## src/hw/rtl/cmt_pkg.sv

```systemverilog
// ----------------------------------------------------------------------------
// cmt_pkg
// Shared types, codes and range helpers of the checked tagged integer ALU.
// ----------------------------------------------------------------------------
package cmt_pkg;

  localparam int DATA_W     = 63;
  localparam int DIV_W      = 63;
  localparam int FIFO_DEPTH = 4;
  localparam int MUL_IDX    = 4;

  localparam logic [3:0] OP_ADD = 4'd0;
  localparam logic [3:0] OP_SUB = 4'd1;
  localparam logic [3:0] OP_MUL = 4'd2;
  localparam logic [3:0] OP_DIV = 4'd3;
  localparam logic [3:0] OP_MOD = 4'd4;
  localparam logic [3:0] OP_LSH = 4'd5;
  localparam logic [3:0] OP_RSH = 4'd6;
  localparam logic [3:0] OP_NEG = 4'd7;
  localparam logic [3:0] OP_POS = 4'd8;

  localparam logic [1:0] ST_OK    = 2'd0;
  localparam logic [1:0] ST_OVF   = 2'd1;
  localparam logic [1:0] ST_DIV0  = 2'd2;
  localparam logic [1:0] ST_NEGSH = 2'd3;

  typedef struct packed {
    logic [3:0]         op;
    logic [1:0]         st;
    logic signed [63:0] a;
    logic signed [63:0] b;
  } fe_word_t;

  typedef struct packed {
    logic [3:0]  op;
    logic [1:0]  st;
    logic [62:0] res;
    logic        neg_a;
    logic        neg_b;
  } bk_item_t;

  function automatic logic signed [63:0] smi_max_f(input int tag);
    int bits;
    bits = (tag >= 2) ? (64 - tag) : 63;
    return (64'sd1 <<< (bits - 1)) - 64'sd1;
  endfunction

  function automatic logic in_range_f(input logic signed [63:0] v, input int tag);
    logic signed [63:0] mx;
    mx = smi_max_f(tag);
    return (v >= (-mx - 64'sd1)) && (v <= mx);
  endfunction

endpackage

```

## src/hw/rtl/cmt_fifo.sv

```systemverilog
// ----------------------------------------------------------------------------
// cmt_fifo
// Short queue that decouples the classifier from the execution pipeline.
// ----------------------------------------------------------------------------
module cmt_fifo (
  input  logic              clk_i,
  input  logic              rst_ni,
  input  logic              push_i,
  input  cmt_pkg::fe_word_t word_i,
  output logic              full_o,
  input  logic              pop_i,
  output logic              valid_o,
  output cmt_pkg::fe_word_t word_o
);

  localparam int PW = $clog2(cmt_pkg::FIFO_DEPTH);

  cmt_pkg::fe_word_t mem_q [cmt_pkg::FIFO_DEPTH];
  logic [PW-1:0]     wr_q, wr_d, rd_q, rd_d;
  logic [PW:0]       cnt_q, cnt_d;
  logic              do_push, do_pop;

  assign full_o  = (cnt_q == (PW+1)'(cmt_pkg::FIFO_DEPTH));
  assign valid_o = (cnt_q != '0);
  assign word_o  = mem_q[rd_q];
  assign do_push = push_i && !full_o;
  assign do_pop  = pop_i && valid_o;

  always_comb begin
    wr_d  = do_push ? wr_q + PW'(1) : wr_q;
    rd_d  = do_pop ? rd_q + PW'(1) : rd_q;
    cnt_d = cnt_q + (PW+1)'(do_push) - (PW+1)'(do_pop);
  end

  always_ff @(posedge clk_i or negedge rst_ni) begin
    if (!rst_ni) begin
      wr_q  <= '0;
      rd_q  <= '0;
      cnt_q <= '0;
    end else begin
      wr_q  <= wr_d;
      rd_q  <= rd_d;
      cnt_q <= cnt_d;
    end
  end

  always_ff @(posedge clk_i) begin
    if (do_push) begin
      mem_q[wr_q] <= word_i;
    end
  end

endmodule

```

## config.mk

```make
export PLATFORM = sky130hd
export DESIGN_NAME = cmt_fifo
export DESIGN_NICKNAME = d
export VERILOG_FILES = /design/src/hw/rtl/cmt_pkg.sv /design/src/hw/rtl/cmt_fifo.sv
export SDC_FILE = /design/constraint.sdc
export NUM_CORES = 1
export LEC_CHECK = 0
export BUFFER_PORTS_ARGS = -buffer_cell sky130_fd_sc_hd__buf_2
export CORE_ASPECT_RATIO = 1.2
export CORE_MARGIN = 3
export CORE_UTILIZATION = 61
export CTS_CLUSTER_DIAMETER = 100
export DETAILED_ROUTE_END_ITERATION = 7
export PLACE_DENSITY = 0.84
export SYNTH_ARGS = -nofsm -noshare
export SYNTH_HDL_FRONTEND = slang
export SYNTH_SLANG_ARGS = --single-unit
```

## constraint.sdc

```tcl
create_clock -name clk_i -period 10.16 [get_ports clk_i]
set_input_delay 1.016 -clock clk_i [delete_from_list [all_inputs] [get_ports clk_i]]
set_output_delay 1.016 -clock clk_i [all_outputs]
set_load 0.01 [all_outputs]
```

==> run_results.csv <==
group,metric,value,unit
status,status,"complete, no violations",
global_route,grt_pass1_vias,9285,
clock_network,clkSlewWorstSetupHoldPaths,0.06,ns
floorplan,dieArea,34600,sq um
clock_network,cts_hold_buf,0,
clock_network,post-cts-setup-buffer-count,0,
setup_path,crit_path_frequent_cell,"buf_4",
timing,slew_headroom,26.6,%
cells_and_area,layout-drive-gt1-share,45.9,%
setup_path,r2r.worst_path.cells,4,
drt,viasPerCell,5.91,
yosys,synth_edf_count,536,
clock_network,cts_resized,0,
cells_and_area,multi_input_comb_area,3300,sq um
timing,max_freq,222,MHz
clock_network,cts_tree,"yes",
timing,slew_violations,0,
global_route,antenna_found_initial,10,
setup_path,criticalPathCategory,"register to primary output",
timing,skew,0.0184,ns
timing,fin_setup_tns,0,ns
pwr,power_density,293,nW/um^2
timing,finalHoldViolCount,0,
yosys,syn_area,19800,sq um
cells_and_area,layout_commonest_cell,"edfxtp_1",
placement,gp_congestion,0.742,
drt,dr_total_vias,8805,
yosys,synth_seq_area_share,82.4,%
cells_and_area,final_nets,1191,
setup_path,critPathSlowestCell,"dfrtp_4",
timing,rsz0062_at_grt,"no",
yosys,synth_fa_ha_area_share,0.481,%
yosys,yosys_warnings,0,
global_route,grt_pass1_wl,56.3,mm
yosys,yosys-top-cells-area,"edfxtp_1 81%, mux4_2 15%, dfrtp_1 0.89%",
cells_and_area,syn_to_final_growth,17.0,%
cells_and_area,fin_area,23100,sq um
floorplan,io_pins,274,
floorplan,die_w,170,um
global_route,grtUsageTotal,21.8,%
floorplan,die_h,203,um
floorplan,rows,71,
setup_path,critPathRequiredTime,9.14,ns
cells_and_area,seq_area,16300,sq um
yosys,synth_cells,740,
setup_path,cp-end-kind,"primary output",
drt,drtPass1Iterations,5,
setup_path,start_kind,"register",
yosys,muxShareOfSynthArea,15.3,%
drt,drc,0,
clock_network,cts_inserted_buffers,49,
setup_path,critPathMaxFanout,39,
cells_and_area,n_fill_cell,1759,
setup_path,arrival,3.49,ns
yosys,synth_top_family_by_area,"multiplexers",
timing,tightest_slew,1.10,ns
yosys,ys_seq_elements,543,
yosys,synth_top_area_share,81.5,%
timing,post-route-period-util,44.4,%
drt,postRouteAntennaNets,0,
yosys,synth_ff_type,"edfxtp_1",
clock_network,htree_levels,2,
clock_network,cts.sinks,543,
setup_path,path_depth,4,
yosys,synthXorXnorAreaFrac,0.177,%
yosys,async_flop_share,1.29,%
worst_hold_path,hold_path.class,"input port to async pin",
placement,place_area,21600,sq um
clock_network,cts_buffer_depth,3,
yosys,syn_avg_cell_area,26.7,sq um
setup_path,cp_cell_sequence,"buf_4 > buf_4 > mux4_2 > buf_2",
floorplan,initial_core_util,62.5,%
yosys,synthesis.nets,885,
global_route,grt_max_degree,73,
drt,post_drt_wl_per_cell,24.9,um
setup_path,path_buf_inv,3,
clock_network,root_buffer,"clkbuf_16",
timing,fin_crit,4.51,ns
yosys,yosys.area.top_type,"edfxtp_1",
global_route,grt.overflow.total,0,
cells_and_area,layout_common_cells,"536 x edfxtp_1, 273 x buf_2, 134 x mux4_2",
setup_path,slowest_delay,0.76,ns
yosys,synth_simple_gate_area_share,0.532,%
setup_path,cp_top_family,"buffers and inverters",
pwr,ir_drop,0.291,mV
yosys,yosysUniqueCellTypes,22,
placement,dp_hpwl,21.8,mm
flow_run,cap_violations,0,
drt,wirelength,37.1,mm
yosys,synth_compound_area_share,0.165,%
timing,setup_viol,0,
placement,io_buffers,273,
clock_network,clk_latency,0.56,ns
drt,drt_iter0_markers,831,
floorplan,core_area,31600,sq um
pwr,p_leak,7.85,nW
## path summary, 6_finish.rpt
path	slack, ns	startpoint	to
setup / recovery	5.65	rd_q[0]	word_o[40]
hold / removal	0.30	rst_ni	cnt_q[0]
setup reg to reg	6.91	cnt_q[2]	mem_q[1][48]
hold reg to reg	0.61	wr_q[1]	wr_q[1]
max in group asynchronous	9.68	rst_ni	rd_q[1]
min in group clk_i	0.61	wr_q[1]	wr_q[1]
## area by class of cell
cell class              instances  share of cell area, %
clock inverters                29                   1.22
well taps                     401                   2.17
clock buffers                  55                   5.40
diodes                          9                 0.0975
repair buffers                285                   6.30
inverters                       5                 0.0812
flip-flops and latches        543                   70.4
multi-input cells             162                   14.3
## state kept, by name (all words and copies together), names as in the netlist
signal,flops
cnt_q,3
mem_q,536
wr_q,2
rd_q,2
## Yosys cell counts, types with 2 or more instances
| cell type | number |
|---|---|
| xnor2_1 | 3 |
| inv_1 | 5 |
| buf_6 | 6 |
| dfrtp_1 | 7 |
| and3b_1 | 4 |
| clkbuf_1 | 5 |
| buf_1 | 2 |
| buf_2 | 16 |
| o211ai_1 | 2 |
| nand2b_1 | 4 |
| nand4bb_1 | 2 |
| mux4_2 | 134 |
| edfxtp_1 | 536 |
| ha_1 | 6 |
## routing by layer
layer | part of all wire [%] | track usage, % | wire length (um) | vias up
li1 | - | - | - | 3833
met1 | 37 | 28.9 | 13800 | 4555
met2 | 52 | 35.8 | 19400 | 333
met3 | 6.6 | 4.92 | 2460 | 82
met4 | 4.0 | 8.90 | 1490 | 2
met5 | 0.024 | 0 | 9 | -
## power breakdown
group | internal [mW] | switching [mW] | leakage, nW
Combinational | 0.870 | 0.998 | 2.12
Clock | 1.01 | 0.748 | 0.746
Sequential | 2.96 | 0.198 | 4.99
Total | 4.84 | 1.94 | 7.85
## kinds of logic after synthesis
kind of cell,count (synthesis)
flip-flops,543
multiplexers,134
buffers and inverters,35
AND/OR/NAND/NOR,13
adder cells (fa/ha/maj),7
AO/OA/AOI/OAI,4
XOR/XNOR,4
## metrics by stage
step	std cells	total power [mW]	hold WS, ns	util [%]	worst slack [ns]
CTS	1480	6.87	0.270	73.0	5.47
detailed placement	1396	5.10	0.586	68.2	6.09
floorplan	740	4.42	0.543	-	5.49
finish	1489	6.78	0.295	73.1	5.65
global route	1489	7.09	0.272	73.1	5.26
global placement	1396	5.05	0.571	68.2	6.11
Note: power is estimated with default switching activity, not from simulation.
