==> src/hw/rtl/cmt_pkg.sv <==
// ----------------------------------------------------------------------------
// cmt_pkg
// Shared types, codes and range helpers of the checked tagged integer ALU.
// ----------------------------------------------------------------------------
package cmt_pkg;

  localparam int DATA_W     = 63;
  localparam int DIV_W      = 63;
  localparam int FIFO_DEPTH = 4;
  localparam int MUL_IDX    = 4;

  localparam logic [3:0] OP_ADD = 4'd0;
  localparam logic [3:0] OP_SUB = 4'd1;
  localparam logic [3:0] OP_MUL = 4'd2;
  localparam logic [3:0] OP_DIV = 4'd3;
  localparam logic [3:0] OP_MOD = 4'd4;
  localparam logic [3:0] OP_LSH = 4'd5;
  localparam logic [3:0] OP_RSH = 4'd6;
  localparam logic [3:0] OP_NEG = 4'd7;
  localparam logic [3:0] OP_POS = 4'd8;

  localparam logic [1:0] ST_OK    = 2'd0;
  localparam logic [1:0] ST_OVF   = 2'd1;
  localparam logic [1:0] ST_DIV0  = 2'd2;
  localparam logic [1:0] ST_NEGSH = 2'd3;

  typedef struct packed {
    logic [3:0]         op;
    logic [1:0]         st;
    logic signed [63:0] a;
    logic signed [63:0] b;
  } fe_word_t;

  typedef struct packed {
    logic [3:0]  op;
    logic [1:0]  st;
    logic [62:0] res;
    logic        neg_a;
    logic        neg_b;
  } bk_item_t;

  function automatic logic signed [63:0] smi_max_f(input int tag);
    int bits;
    bits = (tag >= 2) ? (64 - tag) : 63;
    return (64'sd1 <<< (bits - 1)) - 64'sd1;
  endfunction

  function automatic logic in_range_f(input logic signed [63:0] v, input int tag);
    logic signed [63:0] mx;
    mx = smi_max_f(tag);
    return (v >= (-mx - 64'sd1)) && (v <= mx);
  endfunction

endpackage

==> src/hw/rtl/cmt_front.sv <==
// ----------------------------------------------------------------------------
// cmt_front
// Operand swap, range checks and early status classification.
// ----------------------------------------------------------------------------
module cmt_front #(
  parameter int TAG_BITS = 1
) (
  input  logic [3:0]        operation_i,
  input  logic              swap_operands_i,
  input  logic [62:0]       left_operand_i,
  input  logic [62:0]       right_operand_i,
  output cmt_pkg::fe_word_t word_o
);

  logic signed [63:0] x, y, a, b;
  logic               unary;
  logic [1:0]         st;

  always_comb begin
    x     = {left_operand_i[62], left_operand_i};
    y     = {right_operand_i[62], right_operand_i};
    unary = (operation_i == cmt_pkg::OP_NEG) || (operation_i == cmt_pkg::OP_POS);
    a     = (swap_operands_i && !unary) ? y : x;
    b     = (swap_operands_i && !unary) ? x : y;
    st    = cmt_pkg::ST_OK;
    if (operation_i > cmt_pkg::OP_POS) begin
      st = cmt_pkg::ST_OVF;
    end else if (!cmt_pkg::in_range_f(a, TAG_BITS) ||
                 (!unary && !cmt_pkg::in_range_f(b, TAG_BITS))) begin
      st = cmt_pkg::ST_OVF;
    end else if ((operation_i == cmt_pkg::OP_DIV || operation_i == cmt_pkg::OP_MOD) &&
                 b == 64'sd0) begin
      st = cmt_pkg::ST_DIV0;
    end else if ((operation_i == cmt_pkg::OP_LSH || operation_i == cmt_pkg::OP_RSH) &&
                 b[63]) begin
      st = cmt_pkg::ST_NEGSH;
    end else if (operation_i == cmt_pkg::OP_LSH && b[62:6] != '0) begin
      st = cmt_pkg::ST_OVF;
    end
    word_o.op = operation_i;
    word_o.st = st;
    word_o.a  = a;
    word_o.b  = b;
  end

endmodule

==> config.mk <==
export PLATFORM = sky130hd
export DESIGN_NAME = cmt_front
export DESIGN_NICKNAME = d
export VERILOG_FILES = /design/src/hw/rtl/cmt_pkg.sv /design/src/hw/rtl/cmt_front.sv
export SDC_FILE = /design/constraint.sdc
export NUM_CORES = 1
export LEC_CHECK = 0
export BUFFER_PORTS_ARGS = -buffer_cell sky130_fd_sc_hd__buf_2
export CAP_MARGIN = 20
export CORE_AREA = 2 2 101 103
export DETAILED_ROUTE_END_ITERATION = 10
export DIE_AREA = 0 0 103 105
export PLACE_DENSITY = 0.63
export SYNTH_ARGS = -nofsm -noshare
export SYNTH_HDL_FRONTEND = slang
export SYNTH_SLANG_ARGS = --single-unit
==> constraint.sdc <==
create_clock -name vclk -period 1.6
set_clock_uncertainty 0.05 [all_clocks]
set_input_delay 0.08 -clock vclk [all_inputs]
set_output_delay 0.08 -clock vclk [all_outputs]
set_load 0.02 [all_outputs]
==> results.ini, run 1 <==
[die]
core.rowCount=36
dieWidth_um=103
start_util_pct=20.9
die_area_um2=10800
dieHeight_um=105
io_pins=265
core_area_um2=9640

[worst_setup_path]
cp_num_buf_inv=3
slowest_delay_ns=0.57
required_ns=1.47
critPathKind=in2out
slowest_stage=or4_4
crit_start=left_operand_i[51]
critPathLaunchType=primary input
path_cells=buf_2 > nor4_4 > buf_4 > nand4_1 > or4_4 > o41ai_4 > a31o_1 > buf_6
worst_ep_arrival_time_ns=1.87
path_depth=8
critPathCapture=word_o[129]
critical_path.top_delay_family=simple AND/OR/NAND/NOR gates
cp_max_fo=3
endpoint_kind=primary output

[routing]
postRouteAntennaNets=0
vias=3382
wire_per_inst_um=20.2
drt_iter0_drc=80
totalWireLength_um=13900
drc=0
viasPerCell=4.92
drt_first_pass_iters=4

[global_routing]
grt_usage_pct=23.0
grt_antenna_before_repair=0
grt_overflow=0
grt_pass1_wl_um=19600
grt_pass1_vias=3596
grt_max_degree=9

[synthesis]
synthesis.nets=339
post_synth.cell_area_avg_um2=9.70
synth.top_cell.area_share_pct=69.7
synth.area.top_cells=mux2_2, nor4_1, buf_6
synth-seq-area-share_pct=0
netlist_area_um2=2020
ys_warn_count=0
syn_inst=208
synth_top_area_cell=mux2_2
synth_cell_type_count=25

[layout]
final_util_pct=62.2
diodes=0
layout-drive-gt1-share_pct=91.9
seq_area_um2=0
final_common_cell=buf_6
fin_cells=687
final_cell_mix=buf_6, buf_2, mux2_4
syn_to_final_growth_pct=197
seq_cells=0
nNetsFinal=687
clkbuf_count=0
num-fill-cells=729

[min_path]
hold_path_class=in2out

[sta]
worst_slack_ns=-0.398
final_hold_viol_count=0
final.min_clock_period_ns=2.00
clock.fmax_mhz=500
fin_crit_sh_pct=125
slew_headroom_pct=72.8
tightest_slew_ns=0.404
fin_hold_ws_ns=0.339
slew_viol_final=0
rsz0062_at_grt=yes
setup_viol=128

[place]
dp_cells=661
portBuffers=265
place_hpwl_um=8540
place_congestion=0.892

[flow_run]
maxCapViolCount=0

[pwr]
switchingPower_w=0.00110
clockPowerShare_pct=0
seqPwrFrac_pct=0
power_density_nw_per_um2=419
vdd_drop_max_mv=0.263
internal-power_w=0.00141
p_sw_share_pct=43.7
power_frac_comb_pct=100.0
p_leak_nw=3.14

[cts]
hold_buffers=0

[outcome]
status=complete, but fails checks
violations=setup timing

## power by group through the flow
stage          clock [W]  sequential [W]  combinational, W
2_1_floorplan          0               0          0.000891
3_3_place_gp           0               0           0.00153
3_5_place_dp           0               0           0.00155
4_1_cts                0               0           0.00242
5_1_grt                0               0           0.00260
6_report               0               0           0.00251
## per-stage QoR
| step | area, um^2 | total power, W | setup slack, ns | TNS [ns] |
|---|---|---|---|---|
| 2_1_floorplan | 2040 | 0.000891 | -0.0505 | -0.127 |
| 3_3_place_gp | 3940 | 0.00153 | -0.704 | -36.66 |
| 3_5_place_dp | 3940 | 0.00155 | -0.650 | -37.50 |
| 4_1_cts | 5900 | 0.00242 | -0.403 | -31.91 |
| 5_1_grt | 5990 | 0.00260 | -0.452 | -37.85 |
| 6_report | 5990 | 0.00251 | -0.398 | -33.75 |
## Yosys cell counts
library cell    n
mux2_2        125
nor4_1         27
buf_4          11
buf_6           9
nand4_1         6
nor2_1          4
or4_1           4
mux2i_1         2
nor2b_1         2
nor3_1          2
o21ai_0         2
a21oi_1         1
a31o_1          1
a31oi_1         1
a32oi_1         1
inv_1           1
nand2_1         1
nand3_1         1
nand3_4         1
nand4b_1        1
nor3b_1         1
nor4b_1         1
o41ai_2         1
or4b_4          1
xnor2_1         1
## per-layer routing
| layer | GRT usage (%) | part of all wire [%] | vias to the layer above |
|---|---|---|---|
| met4 | 5.55 | 2.4 | 0 |
| met3 | 2.47 | 7.0 | 24 |
| met5 | 0 | 0 | - |
| met2 | 45.5 | 54 | 202 |
| li1 | - | - | 1544 |
| met1 | 25.0 | 36 | 1612 |
## repair_timing
action	4_1_cts	5_1_grt
setup endpoints to repair	129	130
buffers inserted	16	7
resized for setup	396	80
pin swaps	3	4
gates cloned	14	0
## kinds of logic (layout without fill, tap and decap cells)
kind of cell / after synthesis / count (layout) / share of synthesized area, %
AO/OA/AOI/OAI: 7 / 7 / 2.73
XOR/XNOR: 1 / 1 / 0.434
buffers and inverters: 21 / 366 / 9.30
multiplexers: 127 / 127 / 70.7
AND/OR/NAND/NOR: 52 / 53 / 16.8
## area by class of cell
cell class,count,area [um^2],share of cell area (%)
well taps,133,166,2.78
inverters,1,6.26,0.104
repair buffers,365,3330,55.5
multi-input cells,188,2490,41.6
## worst min path at each step
| stage | start | to | slack, ns | cells past startpoint |
|---|---|---|---|---|
| floorplan | operation_i[0] | word_o[130] | 0.22 | 1 |
| global placement | operation_i[2] | word_o[132] | 0.38 | 2 |
| detailed placement | operation_i[1] | word_o[131] | 0.39 | 2 |
| CTS | operation_i[2] | word_o[132] | 0.34 | 2 |
| global route | operation_i[2] | word_o[132] | 0.36 | 2 |
| finish | operation_i[2] | word_o[132] | 0.34 | 2 |
No activity file was read; power rests on OpenSTA's default activity.
==> run 2, diff against run 1 <==
--- a/config.mk
+++ b/config.mk
@@ -6,10 +6,10 @@
 export NUM_CORES = 1
 export LEC_CHECK = 0
 export BUFFER_PORTS_ARGS = -buffer_cell sky130_fd_sc_hd__buf_2
-export CAP_MARGIN = 20
 export CORE_AREA = 2 2 101 103
 export DETAILED_ROUTE_END_ITERATION = 10
 export DIE_AREA = 0 0 103 105
+export GPL_TIMING_DRIVEN = 1
 export PLACE_DENSITY = 0.63
 export SYNTH_ARGS = -nofsm -noshare
 export SYNTH_HDL_FRONTEND = slang
==> constraint.sdc (replaced) <==
create_clock -name vclk -period 1.81
set_clock_uncertainty 0.05 [all_clocks]
set_input_delay 0.0905 -clock vclk [all_inputs]
set_output_delay 0.0905 -clock vclk [all_outputs]
set_load 0.02 [all_outputs]
==> run 2 against run 1 <==
Compared with the run above: worst hold slack improved by 0.017 ns; final area decreased by 6.5%; clock-buffer cell count unchanged; critical path type unchanged; the flow still finishes with violations (setup timing).
==> results.ini, run 2 (synthesized netlist as in run 1, its figures left out) <==
[layout]
diodes=0  ; unchanged
seq_cells=0  ; unchanged
final_util_pct=58.1  ; -4.0 points
nNetsFinal=660  ; -3.9%
final_cell_mix=buf_2, buf_6, mux2_4
clkbuf_count=0  ; unchanged
layout-drive-gt1-share_pct=91.3  ; -0.61 points
syn_to_final_growth_pct=178
seq_area_um2=0  ; unchanged
final_common_cell=buf_2

[sta]
final.min_clock_period_ns=1.99
rsz0062_at_grt=yes
slew_headroom_pct=69.0  ; -3.8 points
slew_viol_final=0  ; unchanged
fin_crit_sh_pct=110
setup_viol=99  ; -23%
tightest_slew_ns=0.461  ; +0.0564 ns
worst_slack_ns=-0.180  ; +0.218 ns
final_hold_viol_count=0  ; unchanged
clock.fmax_mhz=502
fin_hold_ws_ns=0.356  ; +0.0172 ns

[routing]
totalWireLength_um=13500  ; -3.0%
drc=0  ; unchanged
wire_per_inst_um=20.4  ; +0.98%
postRouteAntennaNets=0  ; unchanged
drt_first_pass_iters=4  ; unchanged
drt_iter0_drc=87  ; +8.8%
vias=3270  ; -3.3%
viasPerCell=4.95  ; +0.64%

[die]
core_area_um2=9640  ; unchanged
dieHeight_um=105  ; unchanged
dieWidth_um=103  ; unchanged
core.rowCount=36  ; unchanged
die_area_um2=10800  ; unchanged
start_util_pct=20.9  ; unchanged
io_pins=265  ; unchanged

[min_path]
hp-start=operation_i[1]
hold_path_class=in2out

[place]
place_congestion=0.952  ; +6.8%
portBuffers=265  ; unchanged
place_hpwl_um=8810  ; +3.2%
dpl_worst_slack_ns=-0.474  ; +0.176 ns

[global_routing]
grt_antenna_before_repair=0  ; unchanged
grt_usage_pct=21.5  ; -1.5 points
grt_pass1_vias=3464  ; -3.7%
grt_max_degree=21  ; +12
grt_overflow=0  ; unchanged
grt_pass1_wl_um=18400  ; -6.1%

[pwr]
power_density_nw_per_um2=375  ; -10%
switchingPower_w=0.000941  ; -14%
p_leak_nw=2.91  ; -7.2%
clockPowerShare_pct=0  ; unchanged
power_frac_comb_pct=100.0  ; about the same
p_sw_share_pct=44.7  ; +1.1 points
seqPwrFrac_pct=0  ; unchanged
vdd_drop_max_mv=0.236  ; -10%
internal-power_w=0.00116  ; -18%

[worst_setup_path]
required_ns=1.67  ; +0.20 ns
endpoint_kind=primary output
critPathKind=in2out
critPathLaunchType=primary input
crit_start=left_operand_i[52]
worst_ep_arrival_time_ns=1.85  ; -0.02 ns
cp_max_fo=3  ; unchanged

[outcome]
violations=setup timing
status=complete, but fails checks

[cts]
hold_buffers=0  ; unchanged

[flow_run]
maxCapViolCount=0  ; unchanged

-- run 2: cell count changes in the layout (fill, tap and decap cells not counted), moves of 2 or more --
| cell | before | now |
|---|---|---|
| buf_2 | 128 | 140 |
| mux2_4 | 125 | 113 |
| buf_16 | 7 | 4 |
| clkbuf_16 | 0 | 2 |
| mux2_2 | 0 | 12 |
| buf_6 | 138 | 125 |
| nor4_4 | 9 | 7 |
| buf_4 | 67 | 44 |
-- run 2: power groups by stage --
| stage | registers (W) | clock network [W] | logic, W |
|---|---|---|---|
| 6_report | 0 | 0 | 0.00210 |
| 5_1_grt | 0 | 0 | 0.00218 |
| 4_1_cts | 0 | 0 | 0.00195 |
| 3_5_place_dp | 0 | 0 | 0.00133 |
| 3_3_place_gp | 0 | 0 | 0.00132 |
| 2_1_floorplan | 0 | 0 | 0.000780 |
-- run 2: path summary, 6_finish.rpt --
kind          end  slack [ns]  depth (start not counted)
min   word_o[131]        0.36                          2
max   word_o[129]       -0.18                          8
-- run 2: layout make-up --
| class | count | area [um^2] |
|---|---|---|
| fillers | 773 | 4040 |
| inverters | 1 | 3.75 |
| well taps | 133 | 166 |
| repair buffers | 339 | 3020 |
| multi-input cells | 187 | 2410 |
-- run 2: through the flow --
step	setup TNS (ns)	std cells	cell area [um^2]	power [W]
after floorplan	0	208	2020	0.000780
after global placement	-19.74	636	3730	0.00132
after detailed placement	-19.43	636	3730	0.00133
after CTS	-11.87	662	5340	0.00195
after global routing	-13.76	660	5600	0.00218
final	-9.57	660	5600	0.00210
-- run 2: critical path, cell delays in order --
cell and delay, ns:
buf_4 0.13, nor4_4 0.26, buf_4 0.14, nand4_1 0.08
or4_4 0.57, o41ai_4 0.24, a31o_1 0.21, buf_6 0.12
-- run 2: layer usage --
layer	track usage (%)	part of all wire, %	vias up
met2	43.6	56	192
li1	-	-	1477
met4	5.17	3.2	0
met3	2.07	6.0	34
met5	0	0	-
met1	22.7	35	1567
-- run 2: repair_timing --
action	CTS	global route
endpoints found under the setup margin	116	119
pin swaps	3	5
gates cloned	8	3
resized for setup	332	95
buffers inserted	19	2
==> run 3, diff against run 2 <==
--- a/config.mk
+++ b/config.mk
@@ -14,3 +14,4 @@
 export SYNTH_ARGS = -nofsm -noshare
 export SYNTH_HDL_FRONTEND = slang
 export SYNTH_SLANG_ARGS = --single-unit
+export TNS_END_PERCENT = 10
==> run 3 against run 2 <==
Compared with the run above: the flow still finishes with violations (setup timing); flip-flop and latch count stayed put; worst setup slack worse by 0.016 ns; worst hold slack better by 0.0011 ns; final area is 19% lower.
==> results.ini, run 3 (synthesized netlist as in run 1, its figures left out) <==
[outcome]
status=complete, but fails checks
violations=setup timing

[layout]
seq_cells=0  ; unchanged
final_common_cell=buf_2
final_area_um2=4530  ; -19%
final_util_pct=47.0  ; -11 points
diodes=0  ; unchanged
final_cell_mix=buf_2, mux2_2, buf_4
layout-drive-gt1-share_pct=90.5  ; -0.79 points
seq_area_um2=0  ; unchanged
syn_to_final_growth_pct=124
clkbuf_count=0  ; unchanged
nNetsFinal=648  ; -1.8%

[place]
portBuffers=265  ; unchanged
dpl_worst_slack_ns=-0.474  ; unchanged
dpl_cell_area_um2=3730  ; unchanged
place_congestion=0.952  ; unchanged
place_hpwl_um=8810  ; unchanged

[pwr]
seqPwrFrac_pct=0  ; unchanged
power_frac_comb_pct=100.0  ; about the same
clockPowerShare_pct=0  ; unchanged
p_leak_nw=2.27  ; -22%
internal-power_w=0.000812  ; -30%
p_sw_share_pct=50.1  ; +5.3 points
switchingPower_w=0.000815  ; -13%
vdd_drop_max_mv=0.194  ; -18%
power_density_nw_per_um2=359  ; -4.2%

[routing]
vias=3055  ; -6.6%
drt_first_pass_iters=4  ; unchanged
drc=0  ; unchanged
postRouteAntennaNets=0  ; unchanged
drt_iter0_drc=61  ; -30%
wire_per_inst_um=17.4  ; -14%
viasPerCell=4.71  ; -4.8%
totalWireLength_um=11300  ; -16%

[global_routing]
grt_usage_pct=17.5  ; -4.0 points
grt_pass1_wl_um=15200  ; -17%
grt_antenna_before_repair=0  ; unchanged
grt_overflow=0  ; unchanged
grt_max_degree=42  ; +100%
use_met2_pct=34.3  ; -9.3 points
use_met1_pct=20.5  ; -2.2 points
grt_pass1_vias=2968  ; -14%
busiest_layer=met2
gr-usage-met3_pct=1.47  ; -0.60 points

[worst_setup_path]
slowest_stage=or4_4
cp_max_fo=3  ; unchanged
worst_ep_arrival_time_ns=1.87  ; +0.02 ns
slowest_delay_ns=0.57  ; about the same
required_ns=1.67  ; about the same
critPathKind=in2out
crit_start=left_operand_i[29]
critical_path.top_delay_family=simple AND/OR/NAND/NOR gates
endpoint_kind=primary output
critPathLaunchType=primary input
path_depth=7  ; -1
critPathCapture=word_o[129]
cp_num_buf_inv=2  ; -1
path_cells=buf_2 > nor4_4 > nand4_1 > or4_4 > o41ai_4 > a31o_1 > buf_6

[sta]
setup_viol=116  ; +17%
rsz0062_at_grt=yes
slew_headroom_pct=68.5  ; -0.53 points
fin_crit_sh_pct=111  ; +0.87 points
final_hold_viol_count=0  ; unchanged
final.min_clock_period_ns=2.01  ; +0.0157 ns
tightest_slew_ns=0.468  ; +0.00794 ns
slew_viol_final=0  ; unchanged
fin_hold_ws_ns=0.357  ; +0.00107 ns
clock.fmax_mhz=499  ; -0.78%
worst_slack_ns=-0.196  ; -0.0157 ns

[flow_run]
maxCapViolCount=0  ; unchanged

[die]
io_pins=265  ; unchanged
core_area_um2=9640  ; unchanged
dieHeight_um=105  ; unchanged
die_area_um2=10800  ; unchanged
start_util_pct=20.9  ; unchanged
core.rowCount=36  ; unchanged
dieWidth_um=103  ; unchanged

[min_path]
hold_path_class=in2out

[cts]
hold_buffers=0  ; unchanged

[run 3: power groups by stage]
| stage | logic [W] | registers [W] | clock network (W) |
|---|---|---|---|
| final | 0.00163 | 0 | 0 |
| after global routing | 0.00170 | 0 | 0 |
| after CTS | 0.00145 | 0 | 0 |
| after detailed placement | 0.00133 | 0 | 0 |
| after global placement | 0.00132 | 0 | 0 |
| after floorplan | 0.000780 | 0 | 0 |
[run 3: how the worst min path moves through the flow]
stage | startpoint | endpoint | slack, ns | depth (start not counted)
6_report | operation_i[1] | word_o[131] | 0.36 | 2
3_5_place_dp | operation_i[1] | word_o[131] | 0.40 | 2
5_1_grt | operation_i[1] | word_o[131] | 0.37 | 2
3_3_place_gp | operation_i[0] | word_o[130] | 0.40 | 2
4_1_cts | operation_i[1] | word_o[131] | 0.36 | 2
2_1_floorplan | operation_i[0] | word_o[130] | 0.24 | 1
[run 3: through the flow]
step	setup TNS, ns	cells	total power [W]
final	-9.67	648	0.00163
after global routing	-15.64	648	0.00170
after CTS	-12.31	644	0.00145
after detailed placement	-19.43	636	0.00133
after global placement	-19.74	636	0.00132
after floorplan	0	208	0.000780
[run 3: metal layers]
metal  vias to the layer above  routed length (um)  share of wire, %
met3                        12                 616               5.5
met1                      1431                4310                38
li1                       1455                   -                 -
met2                       157                6230                55
met5                         -                   0                 0
met4                         0                 146               1.3
[run 3: final cells by class]
| class | instances | area [um^2] |
|---|---|---|
| fill | 938 | 5110 |
| inverter | 1 | 3.75 |
| tap | 133 | 166 |
| multi-input combinational | 187 | 2090 |
| timing repair buffer | 327 | 2260 |
[run 3: what timing repair did]
| action | 4_1_cts | 5_1_grt |
|---|---|---|
| endpoints found under the setup margin | 116 | 116 |
| gates resized for setup | 59 | 103 |
| pin swaps | 3 | 2 |
| setup buffers | 7 | 3 |
| cloned | 2 | 2 |
